$ cat config.mk
export PLATFORM = sky130hd
export DESIGN_NAME = humidity_temp_frame_decoder_flat
export DESIGN_NICKNAME = d
export VERILOG_FILES = /design/src/rtl/htfd_pkg.sv /design/src/rtl/htfd_if.sv /design/src/rtl/htfd_front.sv /design/src/rtl/htfd_queue.sv /design/src/rtl/htfd_back.sv /design/src/rtl/humidity_temp_frame_decoder.sv /design/src/flat_wrapper.sv
export VERILOG_INCLUDE_DIRS = /design/src /design/src/rtl
export SDC_FILE = /design/constraint.sdc
export NUM_CORES = 1
export LEC_CHECK = 0
export ABC_AREA = 1
export CORE_MARGIN = 2
export CORE_UTILIZATION = 46
export DETAILED_ROUTE_END_ITERATION = 10
export DONT_BUFFER_PORTS = 1
export GPL_TIMING_DRIVEN = 0
export SLEW_MARGIN = 20
export SYNTH_ARGS = -nofsm -noshare
export SYNTH_HDL_FRONTEND = slang
export SYNTH_SLANG_ARGS = --single-unit
$ cat constraint.sdc
create_clock -name clk -period 6.75 [get_ports clk]
set_input_delay 1.0125 -clock clk [delete_from_list [all_inputs] [get_ports clk]]
set_output_delay 1.0125 -clock clk [all_outputs]
set_load 0.02 [all_outputs]
$ cat src/rtl/humidity_temp_frame_decoder_macros.svh
`ifndef HUMIDITY_TEMP_FRAME_DECODER_MACROS_SVH
`define HUMIDITY_TEMP_FRAME_DECODER_MACROS_SVH

// same-cycle implication, sampled on clk, off during rst
`define HTFD_ASSERT_IMPL(label, ante, cons, msg) \
  label: assert property (@(posedge clk) disable iff (rst) (ante) |-> (cons)) \
    else $error(msg);

// next-cycle implication
`define HTFD_ASSERT_NEXT(label, ante, cons, msg) \
  label: assert property (@(posedge clk) disable iff (rst) (ante) |=> (cons)) \
    else $error(msg);

`endif

$ cat src/rtl/htfd_pkg.sv
package htfd_pkg;

  localparam logic [7:0] CRC_POLY = 8'h31;
  localparam logic [7:0] CRC_INIT = 8'hFF;

  localparam logic [2:0] POS_TEMP_HI  = 3'd0;
  localparam logic [2:0] POS_TEMP_LO  = 3'd1;
  localparam logic [2:0] POS_TEMP_CRC = 3'd2;
  localparam logic [2:0] POS_HUM_HI   = 3'd3;
  localparam logic [2:0] POS_HUM_LO   = 3'd4;
  localparam logic [2:0] POS_HUM_CRC  = 3'd5;

  localparam logic [14:0] TEMP_SPAN  = 15'd17500;
  localparam logic [13:0] HUMID_SPAN = 14'd10000;
  localparam logic [16:0] RAW_FULL   = 17'd65535;
  localparam logic signed [15:0] TEMP_OFFSET = -16'sd4500;

  localparam logic signed [14:0] TEMP_MIN_RST  = -15'sd4000;
  localparam logic signed [14:0] TEMP_MAX_RST  = 15'sd12500;
  localparam logic [13:0]        HUMID_MIN_RST = 14'd0;
  localparam logic [13:0]        HUMID_MAX_RST = 14'd10000;

  typedef enum logic [1:0] {
    ST_OK        = 2'd0,
    ST_TEMP_CRC  = 2'd1,
    ST_HUMID_CRC = 2'd2
  } status_e;

  typedef enum logic [1:0] {
    REG_TEMP_MIN  = 2'd0,
    REG_TEMP_MAX  = 2'd1,
    REG_HUMID_MIN = 2'd2,
    REG_HUMID_MAX = 2'd3
  } cfg_reg_e;

  typedef struct packed {
    status_e     status;
    logic [15:0] temp_bits;
    logic [15:0] humid_bits;
  } frame_t;

  typedef struct packed {
    logic signed [14:0] temp_min;
    logic signed [14:0] temp_max;
    logic [13:0]        humid_min;
    logic [13:0]        humid_max;
  } limits_t;

  function automatic logic [7:0] crc8_feed(input logic [7:0] crc, input logic [7:0] b);
    logic [7:0] c;
    c = crc ^ b;
    for (int k = 0; k < 8; k++) begin
      c = c[7] ? ((c << 1) ^ CRC_POLY) : (c << 1);
    end
    return c;
  endfunction

endpackage

$ cat src/rtl/htfd_if.sv
interface htfd_byte_if;
  logic       valid;
  logic       ready;
  logic [7:0] data_byte;
  logic       frame_start;

  modport source (output valid, data_byte, frame_start, input ready);
  modport sink   (input valid, data_byte, frame_start, output ready);
endinterface

interface htfd_result_if import htfd_pkg::*; ();
  logic               valid;
  logic               ready;
  status_e            status;
  logic signed [14:0] temp_centi;
  logic [13:0]        humid_centi;
  logic [15:0]        temp_raw_word;
  logic [15:0]        humid_raw_word;
  logic               temp_out_of_range;
  logic               humid_out_of_range;

  modport source (output valid, status, temp_centi, humid_centi, temp_raw_word,
                  humid_raw_word, temp_out_of_range, humid_out_of_range,
                  input ready);
  modport sink   (input valid, status, temp_centi, humid_centi, temp_raw_word,
                  humid_raw_word, temp_out_of_range, humid_out_of_range,
                  output ready);
endinterface

interface htfd_cfg_if;
  logic        valid;
  logic        ready;
  logic [1:0]  index;
  logic [14:0] data;

  modport source (output valid, index, data, input ready);
  modport sink   (input valid, index, data, output ready);
endinterface

$ cat src/rtl/htfd_front.sv
module htfd_front import htfd_pkg::*; (
  input  logic        clk,
  input  logic        rst,
  htfd_byte_if.sink   frame,
  output logic        rec_valid,
  input  logic        rec_ready,
  output frame_t      rec
);

  logic [2:0]  byte_position, byte_position_next;
  logic [7:0]  running_crc, running_crc_next;
  logic [15:0] temp_word, temp_word_next;
  logic [15:0] humid_word, humid_word_next;
  logic        temp_crc_bad, temp_crc_bad_next;

  logic [2:0]  pos;
  logic [7:0]  crc_in;
  logic        accept;
  logic        humid_bad;

  // only the last byte of a frame needs room in the queue
  assign frame.ready = rec_ready || (byte_position != POS_HUM_CRC);
  assign accept      = frame.valid && frame.ready;

  always_comb begin
    pos    = (frame.frame_start || byte_position > POS_HUM_CRC) ? POS_TEMP_HI : byte_position;
    crc_in = frame.frame_start ? CRC_INIT : running_crc;
  end

  assign humid_bad  = (crc_in != frame.data_byte);
  assign rec_valid  = accept && (pos == POS_HUM_CRC);
  assign rec.temp_bits  = temp_word;
  assign rec.humid_bits = humid_word;
  assign rec.status = temp_crc_bad ? ST_TEMP_CRC : (humid_bad ? ST_HUMID_CRC : ST_OK);

  always_comb begin
    byte_position_next = byte_position;
    running_crc_next   = running_crc;
    temp_word_next     = temp_word;
    humid_word_next    = humid_word;
    temp_crc_bad_next  = temp_crc_bad;
    if (accept) begin
      byte_position_next = pos + 3'd1;
      unique case (pos)
        POS_TEMP_HI: begin
          temp_word_next   = {frame.data_byte, 8'h00};
          running_crc_next = crc8_feed(crc_in, frame.data_byte);
        end
        POS_TEMP_LO: begin
          temp_word_next   = {temp_word[15:8], frame.data_byte};
          running_crc_next = crc8_feed(crc_in, frame.data_byte);
        end
        POS_TEMP_CRC: begin
          temp_crc_bad_next = humid_bad;
          running_crc_next  = CRC_INIT;
        end
        POS_HUM_HI: begin
          humid_word_next  = {frame.data_byte, 8'h00};
          running_crc_next = crc8_feed(crc_in, frame.data_byte);
        end
        POS_HUM_LO: begin
          humid_word_next  = {humid_word[15:8], frame.data_byte};
          running_crc_next = crc8_feed(crc_in, frame.data_byte);
        end
        default: begin
          running_crc_next   = CRC_INIT;
          temp_crc_bad_next  = 1'b0;
          byte_position_next = POS_TEMP_HI;
        end
      endcase
    end
  end

  always_ff @(posedge clk) begin
    if (rst) begin
      byte_position <= POS_TEMP_HI;
      running_crc   <= CRC_INIT;
      temp_crc_bad  <= 1'b0;
    end else begin
      byte_position <= byte_position_next;
      running_crc   <= running_crc_next;
      temp_crc_bad  <= temp_crc_bad_next;
    end
  end

  always_ff @(posedge clk) begin
    temp_word  <= temp_word_next;
    humid_word <= humid_word_next;
  end

endmodule

$ cat src/rtl/htfd_queue.sv
module htfd_queue import htfd_pkg::*; #(
  parameter int DEPTH = 2
) (
  input  logic   clk,
  input  logic   rst,
  input  logic   in_valid,
  output logic   in_ready,
  input  frame_t in_rec,
  output logic   out_valid,
  input  logic   out_ready,
  output frame_t out_rec
);

  localparam int AW = $clog2(DEPTH);
  localparam int CW = $clog2(DEPTH + 1);

  frame_t          slots [DEPTH];
  logic [AW-1:0]   wr_ptr, rd_ptr;
  logic [CW-1:0]   count;
  logic            push, pop;

  assign in_ready  = (count != CW'(DEPTH));
  assign out_valid = (count != '0);
  assign out_rec   = slots[rd_ptr];
  assign push      = in_valid && in_ready;
  assign pop       = out_valid && out_ready;

  always_ff @(posedge clk) begin
    if (rst) begin
      wr_ptr <= '0;
      rd_ptr <= '0;
      count  <= '0;
    end else begin
      if (push) begin
        wr_ptr <= (wr_ptr == AW'(DEPTH - 1)) ? '0 : wr_ptr + 1'b1;
      end
      if (pop) begin
        rd_ptr <= (rd_ptr == AW'(DEPTH - 1)) ? '0 : rd_ptr + 1'b1;
      end
      if (push && !pop) begin
        count <= count + 1'b1;
      end else if (pop && !push) begin
        count <= count - 1'b1;
      end
    end
  end

  always_ff @(posedge clk) begin
    if (push) begin
      slots[wr_ptr] <= in_rec;
    end
  end

endmodule

$ cat src/rtl/htfd_back.sv
module htfd_back import htfd_pkg::*; (
  input  logic         clk,
  input  logic         rst,
  input  logic         rec_valid,
  output logic         rec_ready,
  input  frame_t       rec,
  input  limits_t      lim,
  htfd_result_if.source result
);

  logic               adv;

  logic               s1_valid;
  frame_t             s1_rec;
  logic [30:0]        s1_tp;
  logic [29:0]        s1_hp;

  logic               s2_valid;
  frame_t             s2_rec;
  logic signed [14:0] s2_t;
  logic [13:0]        s2_h;

  logic [14:0]        tq0, tq;
  logic [16:0]        tsum;
  logic [13:0]        hq0, hq;
  logic [16:0]        hsum;
  logic signed [15:0] tfull;
  logic               ok, tf, hf;

  assign adv       = !result.valid || result.ready;
  assign rec_ready = adv;

  // floor(x / 65535) = floor(x / 65536) plus one when the remainder spills over
  always_comb begin
    tq0   = s1_tp[30:16];
    tsum  = {1'b0, s1_tp[15:0]} + {2'b00, tq0};
    tq    = tq0 + 15'(tsum >= RAW_FULL);
    tfull = $signed({1'b0, tq}) + TEMP_OFFSET;
    hq0   = s1_hp[29:16];
    hsum  = {1'b0, s1_hp[15:0]} + {3'b000, hq0};
    hq    = hq0 + 14'(hsum >= RAW_FULL);
  end

  always_comb begin
    ok = (s2_rec.status == ST_OK);
    tf = ok && (s2_t < lim.temp_min || s2_t > lim.temp_max);
    hf = ok && (s2_h < lim.humid_min || s2_h > lim.humid_max);
  end

  always_ff @(posedge clk) begin
    if (rst) begin
      s1_valid     <= 1'b0;
      s2_valid     <= 1'b0;
      result.valid <= 1'b0;
    end else if (adv) begin
      s1_valid     <= rec_valid;
      s2_valid     <= s1_valid;
      result.valid <= s2_valid;
    end
  end

  always_ff @(posedge clk) begin
    if (adv) begin
      s1_rec <= rec;
      s1_tp  <= 31'(rec.temp_bits) * 31'(TEMP_SPAN);
      s1_hp  <= 30'(rec.humid_bits) * 30'(HUMID_SPAN);

      s2_rec <= s1_rec;
      s2_t   <= tfull[14:0];
      s2_h   <= hq;

      result.status             <= s2_rec.status;
      result.temp_centi         <= ok ? s2_t : '0;
      result.humid_centi        <= ok ? s2_h : '0;
      result.temp_raw_word      <= s2_rec.temp_bits;
      result.humid_raw_word     <= s2_rec.humid_bits;
      result.temp_out_of_range  <= tf;
      result.humid_out_of_range <= hf;
    end
  end

endmodule

$ cat src/rtl/humidity_temp_frame_decoder.sv
// channel  | role | payload
// frame    | sink | data_byte[7:0], frame_start
// result   | src  | status, temp/humid centi, raw words, range flags
// cfg      | sink | index[1:0], data[14:0], always ready
//
// One byte per cycle while frame.ready holds. A frame result passes the frame queue,
// then multiply, divide-by-65535 correction, limit compare into the output register.
// Synchronous reset clears frame position, CRC and the queue; limits to defaults.
// The converter stalls as a whole on result backpressure; the frame queue lets
// bytes keep flowing until it fills, then the sixth byte of a frame waits.
module humidity_temp_frame_decoder import htfd_pkg::*; #(
  parameter int QUEUE_DEPTH = 2
) (
  input  logic          clk,
  input  logic          rst,
  htfd_byte_if.sink     frame,
  htfd_result_if.source result,
  htfd_cfg_if.sink      cfg
);

`include "humidity_temp_frame_decoder_macros.svh"

  limits_t lim;
  logic    fq_valid, fq_ready, bq_valid, bq_ready;
  frame_t  fq_rec, bq_rec;

  assign cfg.ready = 1'b1;

  always_ff @(posedge clk) begin
    if (rst) begin
      lim.temp_min  <= TEMP_MIN_RST;
      lim.temp_max  <= TEMP_MAX_RST;
      lim.humid_min <= HUMID_MIN_RST;
      lim.humid_max <= HUMID_MAX_RST;
    end else if (cfg.valid && cfg.ready) begin
      unique case (cfg_reg_e'(cfg.index))
        REG_TEMP_MIN:  lim.temp_min  <= $signed(cfg.data);
        REG_TEMP_MAX:  lim.temp_max  <= $signed(cfg.data);
        REG_HUMID_MIN: lim.humid_min <= cfg.data[13:0];
        REG_HUMID_MAX: lim.humid_max <= cfg.data[13:0];
      endcase
    end
  end

  htfd_front u_front (
    .clk       (clk),
    .rst       (rst),
    .frame     (frame),
    .rec_valid (fq_valid),
    .rec_ready (fq_ready),
    .rec       (fq_rec)
  );

  htfd_queue #(.DEPTH(QUEUE_DEPTH)) u_queue (
    .clk       (clk),
    .rst       (rst),
    .in_valid  (fq_valid),
    .in_ready  (fq_ready),
    .in_rec    (fq_rec),
    .out_valid (bq_valid),
    .out_ready (bq_ready),
    .out_rec   (bq_rec)
  );

  htfd_back u_back (
    .clk       (clk),
    .rst       (rst),
    .rec_valid (bq_valid),
    .rec_ready (bq_ready),
    .rec       (bq_rec),
    .lim       (lim),
    .result    (result)
  );

  `HTFD_ASSERT_IMPL(a_bad_zeroed, result.valid && result.status != ST_OK,
                    result.temp_centi == '0 && result.humid_centi == '0 &&
                    !result.temp_out_of_range && !result.humid_out_of_range,
                    "bad frame with nonzero fields")
  `HTFD_ASSERT_IMPL(a_humid_span, result.valid && result.status == ST_OK,
                    result.humid_centi <= HUMID_SPAN, "humidity above full scale")
  `HTFD_ASSERT_NEXT(a_frame_held, fq_valid && !fq_ready, 1'b0,
                    "frame record pushed into full queue")

endmodule
$ cat src/flat_wrapper.sv
// flat-port wrapper written by rule: the top's interface ports become plain ports
module humidity_temp_frame_decoder_flat import htfd_pkg::*;
#(
  parameter int QUEUE_DEPTH = 2
)
  (clk, rst, frame_valid, frame_data_byte, frame_frame_start, frame_ready, result_valid, result_status, result_temp_centi, result_humid_centi, result_temp_raw_word, result_humid_raw_word, result_temp_out_of_range, result_humid_out_of_range, result_ready, cfg_valid, cfg_index, cfg_data, cfg_ready);
  htfd_byte_if frame_i ();
  htfd_result_if result_i ();
  htfd_cfg_if cfg_i ();
  input  logic clk;
  input  logic rst;
  input wire logic [$bits(frame_i.valid)-1:0] frame_valid;
  input wire logic [$bits(frame_i.data_byte)-1:0] frame_data_byte;
  input wire logic [$bits(frame_i.frame_start)-1:0] frame_frame_start;
  output wire logic [$bits(frame_i.ready)-1:0] frame_ready;
  output wire logic [$bits(result_i.valid)-1:0] result_valid;
  output wire logic [$bits(result_i.status)-1:0] result_status;
  output wire logic [$bits(result_i.temp_centi)-1:0] result_temp_centi;
  output wire logic [$bits(result_i.humid_centi)-1:0] result_humid_centi;
  output wire logic [$bits(result_i.temp_raw_word)-1:0] result_temp_raw_word;
  output wire logic [$bits(result_i.humid_raw_word)-1:0] result_humid_raw_word;
  output wire logic [$bits(result_i.temp_out_of_range)-1:0] result_temp_out_of_range;
  output wire logic [$bits(result_i.humid_out_of_range)-1:0] result_humid_out_of_range;
  input wire logic [$bits(result_i.ready)-1:0] result_ready;
  input wire logic [$bits(cfg_i.valid)-1:0] cfg_valid;
  input wire logic [$bits(cfg_i.index)-1:0] cfg_index;
  input wire logic [$bits(cfg_i.data)-1:0] cfg_data;
  output wire logic [$bits(cfg_i.ready)-1:0] cfg_ready;
  assign frame_i.valid = frame_valid;
  assign frame_i.data_byte = frame_data_byte;
  assign frame_i.frame_start = frame_frame_start;
  assign frame_ready = frame_i.ready;
  assign result_valid = result_i.valid;
  assign result_status = result_i.status;
  assign result_temp_centi = result_i.temp_centi;
  assign result_humid_centi = result_i.humid_centi;
  assign result_temp_raw_word = result_i.temp_raw_word;
  assign result_humid_raw_word = result_i.humid_raw_word;
  assign result_temp_out_of_range = result_i.temp_out_of_range;
  assign result_humid_out_of_range = result_i.humid_out_of_range;
  assign result_i.ready = result_ready;
  assign cfg_i.valid = cfg_valid;
  assign cfg_i.index = cfg_index;
  assign cfg_i.data = cfg_data;
  assign cfg_ready = cfg_i.ready;
  humidity_temp_frame_decoder #(.QUEUE_DEPTH(QUEUE_DEPTH)) u_core (.clk(clk), .rst(rst), .frame(frame_i), .result(result_i), .cfg(cfg_i));
endmodule
# Word level (Yosys, flattened, before mapping)
# Memory sizes are Yosys's and may differ from the RTL's. A register that Yosys moved wholly into a read port is not among the register bits.
# Cells that the tools add are included.
[classes]
magnitude_cmp = 7
n_reduce_logical = 34
n_eq_ne = 11
mul = 2
bitwise_logic = 12
add_sub_neg = 10
muxes = 25
[op_table]
columns = ["cell", "n"]
rows = [
  ["$pmux 16 s2", 2],
  ["$mux 6", 8],
  ["$ge 17x16->1 const B", 2],
  ["$mul 16x13->29 const B", 1],
  ["$mul 16x10->26 const B", 1],
  ["$not 3->3", 8],
  ["$add 16x14->17", 1],
  ["$add 16x15->17", 1],
  ["$mux 8", 2],
  ["$add 15x1->15", 1],
  ["$add 15x14->15 const B", 1],
  ["$gt 15x15->1", 1],
  ["$lt 15x15->1", 1],
  ["$add 14x1->14", 1],
  ["$gt 14x14->1", 1],
  ["$lt 14x14->1", 1],
  ["$reduce_and 2->1", 7],
  ["$logic_and 1x1->1", 8],
  ["$mux 2", 4],
  ["$ne 8x8->1", 1],
  ["$reduce_bool 2->1", 4],
  ["$xor 8x8->8", 1],
  ["$eq 3x2->1 const B", 2],
  ["$eq 3x3->1 const B", 2],
  ["21 further kinds", 39],
]
[totals]
mem_bits_rw = 68
out_inout_bits = 68
mem_count = 1
reg_bits = 326
inputBits = 31
[mem_list]
columns = ["memory", "words", "word_bits", "rd", "rd_clocked_by_memory_dff", "write_ports", "line", "text"]
rows = [
  ["u_core.u_queue.slots", 2, 34, 1, 1, 1, "htfd_queue.sv:17", "frame_t slots [DEPTH];"],
]

# Depth between registers and ports, before layout
[logic_depth]
ltp_word = 19
depth_mapped = 25
depth_no_buf = 25

# Hierarchy
# From an unflattened synthesis, not the netlist that was laid out.
[hier_totals]
hier_cells = 2442
hier_area_um2 = 23845.4
[modules_own_cells]
columns = ["module", "area_per_inst_um2", "seq_area_each_um2", "cells_per_inst", "instances"]
rows = [
  ["htfd_back", 16499.6, 6426.2, 1704, 1],
  ["htfd_queue", 2847.7, 2142.1, 143, 1],
  ["humidity_temp_frame_decoder", 2331.0, 1161.1, 346, 1],
  ["htfd_front", 2167.1, 1201.2, 249, 1],
]

# Least setup slack after synthesis
# Ideal clock, no wire load.
[synth_timing]
kind = "in2reg"
from = "in result_ready"
to = "reg u_core.u_back.result.humid_centi[0], enable pin"
path_stages = 2
path_slack_ns = 0.981
setup_ns = 0.565
t_arrival_ns = 5.204
path_cell_list = "nor2_1 -> inv_1"
[synth_between]
elab_chain_len = 1
[synth_lines]
columns = ["item", "line", "text"]
rows = [
  ["from (decl)", "flat_wrapper.sv:24", "input wire logic [$bits(result_i.ready)-1:0] result_ready;"],
  ["$logic_or 1x1->1", "htfd_back.sv:30", "assign adv = !result.valid || result.ready;"],
  ["to (signal assigned)", "htfd_back.sv:74", "result.humid_centi <= ok ? s2_h : '0;"],
  ["to (decl)", "htfd_if.sv:22", "modport source (output valid, status, temp_centi, humid_centi, temp_raw_word,"],
]
# No other way between the ends.
# A chain may end at the register's enable or synchronous reset.

==> impl_metrics.env <==
export IMPL_setup_viol=0
export IMPL_crit_type="register to register"
export IMPL_ys_seq_area_share_pct=46.9
export IMPL_area_delta_synth_final_pct=10.4
export IMPL_gp_congestion=0.882
export IMPL_worst_skew_pair_late_latency_ps=590
export IMPL_grt_pass1_wl_um=81800
export IMPL_core_um2=50100
export IMPL_grt_pass1_vias=15700
export IMPL_nNetsFinal=2794
export IMPL_slew_viol_final=0
export IMPL_syn_inst=2372
export IMPL_grt_usage_pct=19.6
export IMPL_worstSetupEndpointType="register"
export IMPL_ctsHtreeMaxLevel=2
export IMPL_max_stage_delay_ps=540
export IMPL_ys_async_sr_fraction_pct=0
export IMPL_final_setup_tns_ps=0
export IMPL_dr_pass1_iters=5
export IMPL_syn_num_nets=2742
export IMPL_start_kind="register"
export IMPL_ant_nets=0
export IMPL_worstHoldPathCells=0
export IMPL_cp_common_cell="inv_1"
export IMPL_hold_class="register to register"
export IMPL_finClkSkew_ps=26.8
export IMPL_arrival_ps=6090
export IMPL_die_h_um=229
export IMPL_cts_resized=0
export IMPL_cts_setup_buffers=0
export IMPL_post_dp_cell_area_um2=24300
export IMPL_rsz0062_at_grt="no"
export IMPL_min_to="u_core.u_back.result.temp_raw_word[11]$_DFFE_PN_"
export IMPL_route_detailed_drc=0
export IMPL_ctsHoldBuffers=0
export IMPL_tightest_slew_ps=846
export IMPL_synth_area_um2=23300
export IMPL_ys_types=46
export IMPL_seqCellArea_um2=10900
export IMPL_fin_ws_ps=992
export IMPL_avgSynthCellArea_um2=9.82
export IMPL_wl_per_cell_um=16.0
export IMPL_timing_final_crit_share_pct=85.3
export IMPL_period_needed_ps=5760
export IMPL_clock_fmax_mhz=174
export IMPL_fillCellCount=4631
export IMPL_synth_ff_type="edfxtp_1"
export IMPL_crit_path_cell_trace="clkbuf_1 > clkbuf_1 > nand2_1 > o21ai_0 > inv_1 > ha_1 > inv_1 > fa_1 > inv_1 > ha_1 > fa_1 > inv_1 > fa_1 > inv_1 > ha_1 > nand2_1 > inv_1 > a21oi_1 > o21ai_0 > a21oi_1 > o21ai_0 > xor2_1"
export IMPL_max_cap_violations=0
export IMPL_pre_cts_ws_ps=900
export IMPL_antennaDiodeCount=0
export IMPL_drt_iter0_markers=1030
export IMPL_numCtsBuffers=45
export IMPL_slowest_stage="clkbuf_1"
export IMPL_hold_viol_final=0
export IMPL_core_rowCount=82
export IMPL_r2r_cells=22
export IMPL_reg2reg_to="u_core.u_back.s1_tp[25]$_DFFE_PN_"
export IMPL_cts_sinks=390
export IMPL_hp_start="u_core.u_back.s2_rec[27]$_DFFE_PN_"
export IMPL_post_dp_hpwl_um=39100
export IMPL_cts_tree="done"
export IMPL_vias_per_cell=5.00
export IMPL_die_area_um2=52500
export IMPL_routed_wl_um=50200
export IMPL_design_area_um2=25700
export IMPL_cp_required_ps=7080
export IMPL_outcome="finished, final reports clean"
export IMPL_cts_root_buf="clkbuf_16"
export IMPL_rrSetupSlack_ps=990
export IMPL_clockBufferDepth=3
export IMPL_drive_above_1_share_pct=5.37
export IMPL_cp_max_fo=10
export IMPL_final_util_pct=51.4
export IMPL_num_vias=15700
export IMPL_antenna_found_initial=0
export IMPL_placement_io_buffers=0
export IMPL_pin_count=99
export IMPL_grt_start_max_net_pins=102
export IMPL_clk_pin_slew_ps=60
export IMPL_maxSlewHeadroom_pct=43.0
export IMPL_synth_edff_count=312
export IMPL_overflow=0
export IMPL_die_width_um=229
export IMPL_initial_core_util_pct=46.5
export IMPL_yosysWarnings=0
export IMPL_synth_seq_cells=390
export IMPL_multi_input_area_um2=10400
routing by layer:
metal | global-route usage (%) | part of all wire [%]
met4 | 4.36 | 1.9
met1 | 27.2 | 48
met2 | 32.0 | 45
met3 | 3.65 | 5.0
met5 | 0 | 0
metrics by stage:
step	std cells	hold WS [ps]
final	3132	416
after global routing	3132	419
after CTS	3132	418
after detailed placement	3049	405
after global placement	3044	401
after floorplan	2372	400
cells in the mapped netlist, types with 17 or more instances:
library cell,count,area [um2]
ha_1,257,3220
edfxtp_1,312,9370
nand3_1,97,485
inv_1,477,1790
o21ai_0,123,616
nand2_1,348,1310
a21oi_1,150,751
nand4_1,23,144
xor2_1,54,473
nor2_1,191,717
fa_1,82,1640
clkbuf_1,26,97.6
xnor2_1,17,149
dfxtp_1,78,1560
how the worst max path moves through the flow:
stage	start	slack [ps]	endpoint	cells after the start
finish	register	990	u_core.u_back.s1_tp[25]$_DFFE_PN_	22
global route	register	500	u_core.u_back.s1_tp[25]$_DFFE_PN_	22
CTS	register	890	u_core.u_back.s1_tp[25]$_DFFE_PN_	22
detailed placement	register	900	u_core.u_back.s1_tp[25]$_DFFE_PN_	22
global placement	result_ready	-780	u_core.u_back.result.temp_centi[5]$_SDFFCE_PN0N_	2
floorplan	result_ready	980	u_core.u_back.result.humid_centi[0]$_SDFFCE_PN0N_	2
flip-flops by register name, summed over array words and instances (netlist names), 2 cells and up, named ones only:
register	cells
u_core.u_back.s1_rec	34
u_core.u_back.s2_h	14
u_core.lim	58
u_core.u_front.running_crc	8
u_core.u_back.result.status	2
u_core.u_back.s2_t	15
u_core.u_back.s1_hp	22
u_core.u_back.result.humid_raw_word	16
u_core.u_back.s2_rec	34
u_core.u_queue.count	2
u_core.u_queue.slots	68
u_core.u_back.result.temp_raw_word	16
u_core.u_front.temp_word	16
u_core.u_front.byte_position	3
u_core.u_front.humid_word	16
u_core.u_back.result.humid_centi	14
u_core.u_back.s1_tp	28
u_core.u_back.result.temp_centi	15
cell families (layout without fill, tap and decap cells):
family                   Yosys count  count (layout)  share of synthesized area (%)
adder cells (fa/ha/maj)          339             339                           20.8
XOR/XNOR                          73              73                           2.81
AO/OA/AOI/OAI                    322             322                           7.37
flip-flops                       390             390                           46.9
multiplexers                       8               8                          0.387
other                              1               1                         0.0161
AND/OR/NAND/NOR                  724             724                           13.3
buffers and inverters            515             603                           8.35
critical path, delay by kind of cell (launching register included):
kind / cells / cell delay [ps]
adder cells (fa/ha/maj): 6 / 2530
buffers and inverters: 8 / 1280
AO/OA/AOI/OAI: 5 / 960
flip-flops: 1 / 310
AND/OR/NAND/NOR: 2 / 260
XOR/XNOR: 1 / 170
cells in the final DEF (no fill, tap or decap), types with 6 or more instances in the layout:
master,count
edfxtp_1,312
o21ai_0,123
nand2_1,348
mux2_2,8
dfxtp_1,78
nand2_2,11
nor3_1,13
nand3_1,97
fa_1,82
o21ai_1,6
nor2_1,189
clkbuf_1,36
nand4_1,23
inv_2,7
a21oi_1,150
a21o_1,6
a31oi_1,7
o211ai_1,13
xor2_1,54
xnor2_1,17
clkbuf_16,46
inv_1,476
nor2_2,8
ha_1,257
nand3b_1,13
area by class of cell:
cell class	instances	area share, %
sequential	390	42.5
multi-input combinational	1467	40.6
inverter	484	7.09
clock buffer	61	4.89
tap	672	3.27
clock inverter	22	0.705
buffer	31	0.501
timing repair buffer	5	0.447
Power is left out: the tool's default activity adds up to more than one toggle a clock period on the data nets, which glitch-free logic cannot reach.
